===== config.mk =====
export PLATFORM = sky130hd
export DESIGN_NAME = strict_priority_fifo_queue_top
export DESIGN_NICKNAME = d
export VERILOG_FILES = /design/src/sv/spfq_pkg.sv /design/src/sv/strict_priority_fifo_queue_top.sv /design/src/sv/spfq_store.sv /design/src/sv/spfq_ctrl.sv
export SDC_FILE = /design/constraint.sdc
export NUM_CORES = 2
export LEC_CHECK = 0
export BUFFER_PORTS_ARGS = -buffer_cell sky130_fd_sc_hd__buf_4
export CAP_MARGIN = 20
export CORE_MARGIN = 2
export CORE_UTILIZATION = 57
export CTS_CLUSTER_SIZE = 20
export DETAILED_ROUTE_END_ITERATION = 7
export PLACE_DENSITY = 0.87
export SYNTH_ARGS = -nofsm -noshare
export SYNTH_HDL_FRONTEND = slang
export SYNTH_HIERARCHICAL = 1
export SYNTH_SLANG_ARGS = --single-unit
export TNS_END_PERCENT = 50

===== constraint.sdc =====
create_clock -name clk_i -period 4.2 [get_ports clk_i]
set_input_delay 0.21 -clock clk_i [delete_from_list [all_inputs] [get_ports clk_i]]
set_output_delay 0.21 -clock clk_i [all_outputs]
set_load 0.02 [all_outputs]

===== src/sv/spfq_pkg.sv =====
package spfq_pkg;

  // Field widths fixed by the item format
  localparam int unsigned OrderW = 16;
  localparam int unsigned UrgW   = 3;
  localparam int unsigned CpxW   = 3;
  localparam int unsigned StatW  = 3;
  localparam int unsigned EntryW = OrderW + CpxW;

  typedef enum logic [0:0] {
    OP_ADD  = 1'b0,
    OP_TAKE = 1'b1
  } op_e;

  typedef enum logic [StatW-1:0] {
    ST_ADDED       = 3'd0,
    ST_TAKEN       = 3'd1,
    ST_EMPTY       = 3'd2,
    ST_BAD_URGENCY = 3'd3,
    ST_FULL        = 3'd4
  } status_e;

  typedef struct packed {
    logic [0:0]        operation;
    logic [OrderW-1:0] order_number;
    logic [UrgW-1:0]   urgency;
    logic [CpxW-1:0]   complexity;
  } in_item_t;

  typedef struct packed {
    logic [StatW-1:0]  status;
    logic [OrderW-1:0] out_order_number;
    logic [UrgW-1:0]   out_urgency;
    logic [CpxW-1:0]   out_complexity;
    logic [2:0]        nonempty_levels;
  } out_item_t;

  // Store access strobes from the level control
  typedef struct packed {
    logic wr_en;
    logic rd_en;
  } mem_ctl_t;

  // Per-item result info, registered by the top level
  typedef struct packed {
    status_e         status;
    logic [UrgW-1:0] urgency;
    logic [2:0]      nonempty;
  } res_info_t;

endpackage


===== src/sv/strict_priority_fifo_queue_top.sv =====
// Strict-priority order queue: one FIFO per urgency level.
// Input channel (in_valid_i/in_ready_o/in_item_i): one transfer is one
// operation, either an add (order number, urgency, complexity) or a take.
// Output channel (out_valid_o/out_ready_i/out_item_o): exactly one result per
// operation, in order. The result carries a status (added, taken, all empty,
// bad urgency, level full), the taken order's fields (zero otherwise) and the
// number of non-empty levels after the operation.
// out_valid_o rises in the cycle after the input transfer. Unless stalled,
// throughput is one operation per clock. Level selection, pointer update and
// the store access all happen at the input transfer edge; the store read
// data register and the result register form the single output stage.
// Stall: while out_valid_o is high and out_ready_i is low, in_ready_o drops
// and the result holds. A new input is taken in the same cycle the result is
// taken, so there is no bubble.
// Reset: all levels empty, head/tail pointers at zero, no result pending.
// The entry store is not cleared; a take only reads slots an add has written.
module strict_priority_fifo_queue_top #(
  parameter int unsigned LEVELS      = 5,
  parameter int unsigned LEVEL_DEPTH = 16
) (
  input  logic                clk_i,
  input  logic                rst_ni,
  input  logic                in_valid_i,
  output logic                in_ready_o,
  input  spfq_pkg::in_item_t  in_item_i,
  output logic                out_valid_o,
  input  logic                out_ready_i,
  output spfq_pkg::out_item_t out_item_o
);
  import spfq_pkg::*;

  localparam int unsigned Entries = LEVELS * LEVEL_DEPTH;
  localparam int unsigned AddrW   = $clog2(Entries);

  logic              fire;
  mem_ctl_t          mem_ctl;
  logic [AddrW-1:0]  wr_addr;
  logic [AddrW-1:0]  rd_addr;
  logic [EntryW-1:0] rd_data;
  res_info_t         res_d;
  res_info_t         res_q;
  logic              valid_q;
  logic              taken;

  // output stage frees up in the same cycle its result is transferred
  assign in_ready_o = !valid_q || out_ready_i;
  assign fire       = in_valid_i && in_ready_o;

  spfq_ctrl #(
    .Levels     (LEVELS),
    .LevelDepth (LEVEL_DEPTH),
    .AddrW      (AddrW)
  ) u_ctrl (
    .clk_i     (clk_i),
    .rst_ni    (rst_ni),
    .fire_i    (fire),
    .item_i    (in_item_i),
    .mem_o     (mem_ctl),
    .wr_addr_o (wr_addr),
    .rd_addr_o (rd_addr),
    .res_o     (res_d)
  );

  spfq_store #(
    .Entries (Entries),
    .AddrW   (AddrW)
  ) u_store (
    .clk_i     (clk_i),
    .mem_i     (mem_ctl),
    .wr_addr_i (wr_addr),
    .wr_data_i ({in_item_i.order_number, in_item_i.complexity}),
    .rd_addr_i (rd_addr),
    .rd_data_o (rd_data)
  );

  always_ff @(posedge clk_i or negedge rst_ni) begin
    if (!rst_ni) begin
      valid_q <= 1'b0;
    end else if (fire) begin
      valid_q <= 1'b1;
    end else if (out_ready_i) begin
      valid_q <= 1'b0;
    end
  end

  // result payload, no reset needed
  always_ff @(posedge clk_i) begin
    if (fire) begin
      res_q <= res_d;
    end
  end

  // store data is only meaningful for a take; zero the order fields otherwise
  assign taken = (res_q.status == ST_TAKEN);

  assign out_valid_o                 = valid_q;
  assign out_item_o.status           = res_q.status;
  assign out_item_o.out_order_number = taken ? rd_data[EntryW-1:CpxW] : '0;
  assign out_item_o.out_urgency      = res_q.urgency;
  assign out_item_o.out_complexity   = taken ? rd_data[CpxW-1:0] : '0;
  assign out_item_o.nonempty_levels  = res_q.nonempty;

endmodule


===== src/sv/spfq_store.sv =====
module spfq_store #(
  parameter int unsigned Entries = 80,
  parameter int unsigned AddrW   = 7
) (
  input  logic                       clk_i,
  input  spfq_pkg::mem_ctl_t         mem_i,
  input  logic [AddrW-1:0]           wr_addr_i,
  input  logic [spfq_pkg::EntryW-1:0] wr_data_i,
  input  logic [AddrW-1:0]           rd_addr_i,
  output logic [spfq_pkg::EntryW-1:0] rd_data_o
);
  import spfq_pkg::*;

  logic [EntryW-1:0] mem_q [Entries];
  logic [EntryW-1:0] rd_q;

  always_ff @(posedge clk_i) begin
    if (mem_i.wr_en) begin
      mem_q[wr_addr_i] <= wr_data_i;
    end
  end

  // read data held until the next read, so it survives an output stall
  always_ff @(posedge clk_i) begin
    if (mem_i.rd_en) begin
      rd_q <= mem_q[rd_addr_i];
    end
  end

  assign rd_data_o = rd_q;

endmodule


===== src/sv/spfq_ctrl.sv =====
module spfq_ctrl #(
  parameter int unsigned Levels     = 5,
  parameter int unsigned LevelDepth = 16,
  parameter int unsigned AddrW      = 7
) (
  input  logic                clk_i,
  input  logic                rst_ni,
  input  logic                fire_i,
  input  spfq_pkg::in_item_t  item_i,
  output spfq_pkg::mem_ctl_t  mem_o,
  output logic [AddrW-1:0]    wr_addr_o,
  output logic [AddrW-1:0]    rd_addr_o,
  output spfq_pkg::res_info_t res_o
);
  import spfq_pkg::*;

  localparam int unsigned LvW = (Levels > 1) ? $clog2(Levels) : 1;
  localparam int unsigned PtrW = $clog2(LevelDepth);
  localparam int unsigned CntW = $clog2(LevelDepth + 1);

  logic [PtrW-1:0] head_q [Levels];
  logic [PtrW-1:0] tail_q [Levels];
  logic [CntW-1:0] cnt_q  [Levels];

  logic            urg_ok;
  logic [3:0]      urg_m1;
  logic [LvW-1:0]  add_lv;
  logic [LvW-1:0]  top_lv;
  logic            any_ne;
  logic            do_wr;
  logic            do_rd;
  status_e         status;
  logic [4:0]      nz_sum;
  logic [4:0]      top_urg;

  function automatic logic [PtrW-1:0] next_ptr(input logic [PtrW-1:0] p);
    next_ptr = (p == PtrW'(LevelDepth - 1)) ? '0 : p + PtrW'(1);
  endfunction

  assign urg_ok = (item_i.urgency != '0) && ({2'b00, item_i.urgency} <= 5'(Levels));
  assign urg_m1 = {1'b0, item_i.urgency} - 4'd1;
  assign add_lv = LvW'(urg_m1);

  // priority encode: highest non-empty level wins
  always_comb begin
    any_ne = 1'b0;
    top_lv = '0;
    for (int i = 0; i < Levels; i++) begin
      if (cnt_q[i] != '0) begin
        any_ne = 1'b1;
        top_lv = LvW'(i);
      end
    end
  end

  always_comb begin
    do_wr  = 1'b0;
    do_rd  = 1'b0;
    status = ST_EMPTY;
    if (item_i.operation == OP_ADD) begin
      priority if (!urg_ok) begin
        status = ST_BAD_URGENCY;
      end else if (cnt_q[add_lv] == CntW'(LevelDepth)) begin
        status = ST_FULL;
      end else begin
        status = ST_ADDED;
        do_wr  = 1'b1;
      end
    end else if (any_ne) begin
      status = ST_TAKEN;
      do_rd  = 1'b1;
    end
  end

  // non-empty count after this item
  always_comb begin
    nz_sum = '0;
    for (int i = 0; i < Levels; i++) begin
      if ((do_wr && add_lv == LvW'(i)) ||
          ((cnt_q[i] != '0) && !(do_rd && top_lv == LvW'(i) && cnt_q[i] == CntW'(1)))) begin
        nz_sum = nz_sum + 5'd1;
      end
    end
  end

  assign top_urg = 5'(top_lv) + 5'd1;

  assign mem_o.wr_en = fire_i && do_wr;
  assign mem_o.rd_en = fire_i && do_rd;
  assign wr_addr_o   = AddrW'(32'(add_lv) * LevelDepth + 32'(tail_q[add_lv]));
  assign rd_addr_o   = AddrW'(32'(top_lv) * LevelDepth + 32'(head_q[top_lv]));

  assign res_o.status   = status;
  assign res_o.urgency  = do_rd ? top_urg[2:0] : '0;
  assign res_o.nonempty = nz_sum[2:0];

  always_ff @(posedge clk_i or negedge rst_ni) begin
    if (!rst_ni) begin
      for (int i = 0; i < Levels; i++) begin
        head_q[i] <= '0;
        tail_q[i] <= '0;
        cnt_q[i]  <= '0;
      end
    end else if (fire_i) begin
      if (do_wr) begin
        tail_q[add_lv] <= next_ptr(tail_q[add_lv]);
        cnt_q[add_lv]  <= cnt_q[add_lv] + CntW'(1);
      end
      if (do_rd) begin
        head_q[top_lv] <= next_ptr(head_q[top_lv]);
        cnt_q[top_lv]  <= cnt_q[top_lv] - CntW'(1);
      end
    end
  end

endmodule


==> Implementation_results.wiki <==
{| class="wikitable"
! Metric !! Value
|-
| Count of flip-flops with a built-in enable after synthesis || 1,548
|-
| Sequential fraction of design power || 40.8%
|-
| Critical hold path startpoint || in_item_i[15]
|-
| Grt ovf || 0
|-
| Syn_nets || 3,377
|-
| Worst EP required || 4.74 ns
|-
| Cell area after layout || 74,600 um2
|-
| Switching power || 13.6 mW
|-
| Max Cap Violations || 0
|-
| Clock transition time at the flip-flop clock pins of the worst setup and hold paths || 0.07 ns
|-
| Worst R2R Start || u_ctrl/cnt_q[16]
|-
| Via count of the first global-routing pass || 36,971
|-
| Placed Area || 69,300 um2
|-
| Worst setup margin || -0.0169 ns
|-
| Crit path time final || 4.22 ns
|-
| Finished Core Util || 66.5%
|-
| Fraction of registers with async set/reset || 4.09%
|-
| Reg-to-reg critical path endpoint || u_store/rd_data_o[2]
|-
| Worst path arrival time || 4.76 ns
|-
| Crit end category || register
|-
| Worst Tran Pin Value || 1.24 ns
|-
| Pin count of the biggest net entering global routing || 81
|-
| Power density over cell area || 601 nW/um2
|-
| Sequential-to-total area share from yosys stat || 75.0%
|-
| Multi-input gate area || 15,600 um2
|-
| End point of the worst hold path || u_store/mem_q[18][12]
|-
| Gate Count Post-Synth || 3,330
|-
| Post-synthesis cell area || 64,200 um2
|-
| Switching fraction of total power || 30.3%
|-
| Starting density of the core || 57.2%
|-
| Drt drc || 0
|-
| WL/cell || 35.1 um
|-
| Fill cell count || 6,407
|-
| Chain of cells forming the critical path || or4_4 -> o21ai_1 -> a311oi_2 -> nor2_1 -> buf_4 -> clkinv_8 -> nor2_4 -> buf_12 -> buf_6 -> buf_4 -> a22oi_1 -> a31oi_1 -> a31oi_1 -> a211o_1
|-
| Most frequent cells after synthesis || sky130_fd_sc_hd__edfxtp_1 (1,548), sky130_fd_sc_hd__mux2i_1 (349), sky130_fd_sc_hd__mux4_2 (248), sky130_fd_sc_hd__nor2_1 (165), sky130_fd_sc_hd__a22oi_1 (104)
|-
| Maximum cell stage delay along the critical path || 0.61 ns
|-
| Via count normalized by instance count || 7.06
|-
| Number of CTS-inserted buffers || 153
|-
| Setup violation total in the final timing report || 3
|-
| Clock skew after layout || 0.0404 ns
|-
| Path depth of the worst reg2reg path || 14
|-
| Worst-Skew Late Latency || 0.79 ns
|-
| Clock tree root driver cell || sky130_fd_sc_hd__clkbuf_16
|-
| Warnings, synthesis || 6
|-
| Slowest cell on the critical path || sky130_fd_sc_hd__or4_4
|-
| Core box area || 112,000 um2
|-
| Result of the run || complete, but fails checks
|-
| Cell internal power dissipation || 31.3 mW
|-
| H-tree depth || 4
|-
| Post-layout nets || 3,683
|-
| CTS Sinks || 1,614
|-
| Achievable frequency || 237 MHz
|-
| Top area cells in the synthesized netlist || sky130_fd_sc_hd__edfxtp_1 (72%), sky130_fd_sc_hd__mux4_2 (8.7%), sky130_fd_sc_hd__mux2i_1 (5.4%)
|-
| Headroom to the max-slew limit || 17.5%
|-
| Vias || 37,167
|-
| Final worst path period share || 100%
|-
| Final slew viol count || 0
|-
| Start-to-end type of the worst setup path || reg2reg
|-
| Worst hold path type || in2reg
|-
| Cell taking the most area after synthesis || sky130_fd_sc_hd__edfxtp_1
|-
| Port Buffers || 56
|-
| CTS tree || done
|-
| Final wirelength || 185 mm
|-
| Largest driver fanout on the critical path || 25
|-
| Number of violations reported at the end of detailed-routing iteration 0 || 6,456
|-
| Number of instances on the worst hold path || 1
|-
| Sort of element at the start of the critical path || register
|-
| Number of top-level pins || 57
|-
| Proportion of power drawn by the clock network || 31.0%
|-
| Total leakage power || 24.1 nW
|-
| Number of storage elements in the synthesis netlist || 1,614
|-
| Sequential standard cell area || 48,100 um2
|-
| Number of placement rows || 123
|-
| Most used flip-flop cell after synthesis || sky130_fd_sc_hd__edfxtp_1
|-
| Chip height || 340 um
|-
| Antenna-violating nets left || 0
|-
| Initial antenna violation count || 6
|-
| Most numerous cell in the Yosys netlist || sky130_fd_sc_hd__edfxtp_1
|-
| Maximum number of buffers from clock root to sink || 3
|-
| Combinational share of power || 28.2%
|-
| Width of the chip || 340 um
|-
| Die area || 115,000 um2
|-
| Count of unique library cells instantiated by Yosys || 68
|-
| Portion of synthesized cell area occupied by the leading cell type || 72.4%
|-
| Ratio of cells with drive above 1 in the final layout || 27.5%
|-
| Global-route usage over all layers || 31.9%
|-
| P&R area growth vs syn || 16.1%
|-
| Mapped Avg Cell Area || 19.3 um2
|-
| Final hold violation count || 0
|-
| Worst voltage drop across the vdd grid || 0.397 mV
|-
| Final weighted congestion of routability-driven global placement || 0.936
|-
| 1st-pass router iterations || 6
|-
| Violations in the final reports || negative setup slack
|-
| HPWL after detailed placement || 99.6 mm
|-
| Worst-case register-to-register setup slack || -0.02 ns
|-
| Global-route wire length before repair || 263 mm
|}
==> layout make-up <==
| class | count | share of cell area, % |
|---|---|---|
| Antenna cell | 3 | 0.0101 |
| Clock buffer | 191 | 5.44 |
| Clock inverter | 90 | 1.24 |
| Inverter | 30 | 0.200 |
| Multi-Input combinational cell | 1508 | 21.0 |
| Sequential cell | 1614 | 64.5 |
| Tap cell | 1500 | 2.52 |
| Timing Repair Buffer | 328 | 5.06 |
| Timing Repair inverter | 1 | 0.0117 |
==> worst max-delay path, delay by kind of cell (launching register included) <==
| family | cells | cell delay, ns |
|---|---|---|
| DFF | 1 | 0.44 |
| buffers and inverters | 5 | 1.07 |
| AOI/OAI and AO/OA | 6 | 1.44 |
| and+or+nand+nor | 3 | 0.93 |
==> logic make-up (layout without fill, tap and decap cells) <==
| kind of cell | Yosys count | count (layout) | synth area share, % |
|---|---|---|---|
| AND/OR/NAND/NOR | 420 | 420 | 3.18 |
| flip-flops | 1614 | 1614 | 75.0 |
| AO/OA/AOI/OAI | 405 | 405 | 4.67 |
| buffers and inverters | 208 | 640 | 1.51 |
| other | 0 | 3 | 0 |
| multiplexers | 651 | 651 | 15.1 |
| XOR/XNOR | 12 | 12 | 0.214 |
| adder cells (fa/ha/maj) | 20 | 20 | 0.390 |
==> cells in the final DEF, fill, tap and decap left out, types with 5 or more instances in the layout <==
master,n
sky130_fd_sc_hd__a211o_1,22
sky130_fd_sc_hd__a211oi_1,23
sky130_fd_sc_hd__a211oi_2,5
sky130_fd_sc_hd__a21oi_1,57
sky130_fd_sc_hd__a22o_1,42
sky130_fd_sc_hd__a22oi_1,102
sky130_fd_sc_hd__a31oi_1,44
sky130_fd_sc_hd__and2_1,12
sky130_fd_sc_hd__and2_2,17
sky130_fd_sc_hd__and3_1,9
sky130_fd_sc_hd__buf_12,96
sky130_fd_sc_hd__buf_4,220
sky130_fd_sc_hd__bufinv_16,14
sky130_fd_sc_hd__clkbuf_1,34
sky130_fd_sc_hd__clkbuf_16,157
sky130_fd_sc_hd__clkinv_1,33
sky130_fd_sc_hd__clkinv_2,25
sky130_fd_sc_hd__clkinvlp_4,6
sky130_fd_sc_hd__dfrtp_1,66
sky130_fd_sc_hd__edfxtp_1,1548
sky130_fd_sc_hd__ha_1,14
sky130_fd_sc_hd__ha_4,6
sky130_fd_sc_hd__inv_1,22
sky130_fd_sc_hd__inv_6,6
sky130_fd_sc_hd__mux2_2,54
sky130_fd_sc_hd__mux2i_1,345
sky130_fd_sc_hd__mux4_2,248
sky130_fd_sc_hd__nand2_1,74
sky130_fd_sc_hd__nand2b_1,14
sky130_fd_sc_hd__nand3_1,58
sky130_fd_sc_hd__nand4_1,5
sky130_fd_sc_hd__nor2_1,86
sky130_fd_sc_hd__nor2_2,78
sky130_fd_sc_hd__nor2b_1,8
sky130_fd_sc_hd__nor3_1,24
sky130_fd_sc_hd__o2111ai_1,5
sky130_fd_sc_hd__o21ai_0,29
sky130_fd_sc_hd__o221a_2,24
sky130_fd_sc_hd__o22ai_1,6
sky130_fd_sc_hd__xnor2_1,6
==> layer usage <==
| metal | vias to the layer above | wire length (um) | GRT usage, % |
|---|---|---|---|
| li1 | 14253 | - | - |
| met1 | 18733 | 60900 | 41.3 |
| met2 | 3521 | 88700 | 50.9 |
| met3 | 652 | 25700 | 8.76 |
| met4 | 8 | 9530 | 14.2 |
| met5 | - | 36 | 0 |
==> power groups by stage <==
stage / Clock, mW / Combinational [mW] / Sequential (mW)
global placement: 0 / 11.3 / 18.6
finish: 13.9 / 12.7 / 18.3
floorplan: 0 / 7.59 / 18.5
detailed placement: 0 / 11.6 / 18.6
CTS: 13.9 / 12.2 / 18.2
global route: 14.5 / 13.0 / 18.3
==> repair_timing <==
action	4_1_cts	5_1_grt
pin swaps	1	2
gates cloned	3	0
gates resized for setup	10	22
setup endpoints to repair	10	18
hold endpoints to repair	76	0
hold buffers	4	0
setup buffers	0	3
==> state kept, by name, summed over array words and instances, names as in the netlist <==
signal and flops:
u_ctrl/cnt_q 25, u_ctrl/tail_q 20, out_valid_o 1, u_store/rd_data_o 19, out_item_o 9, u_ctrl/head_q 20, u_store/mem_q 1520
==> stage by stage <==
step	cells	TNS [ns]	hold slack [ns]	setup WS (ns)	total power [mW]
floorplan	3330	0	-0.0856	0.00548	26.1
global placement	4969	0	0.361	0.00730	29.8
detailed placement	4969	-0.105	0.377	-0.0287	30.2
CTS	5257	0	0.0610	0.00574	44.4
global route	5262	-0.0296	0.109	-0.0154	45.7
finish	5265	-0.0376	0.0821	-0.0169	44.8
==> worst max-delay path by stage <==
stage | from | endpoint | cells past startpoint
2_1_floorplan | in_item_i[3] | out_item_o[1] | 23
3_3_place_gp | u_ctrl/cnt_q[11] | u_store/rd_data_o[7] | 13
3_5_place_dp | u_ctrl/cnt_q[11] | u_store/rd_data_o[0] | 12
4_1_cts | u_ctrl/cnt_q[1] | u_store/rd_data_o[10] | 14
5_1_grt | u_ctrl/cnt_q[8] | u_store/rd_data_o[10] | 15
6_report | u_ctrl/cnt_q[16] | u_store/rd_data_o[2] | 14
Power figures use the tool's default switching activity.
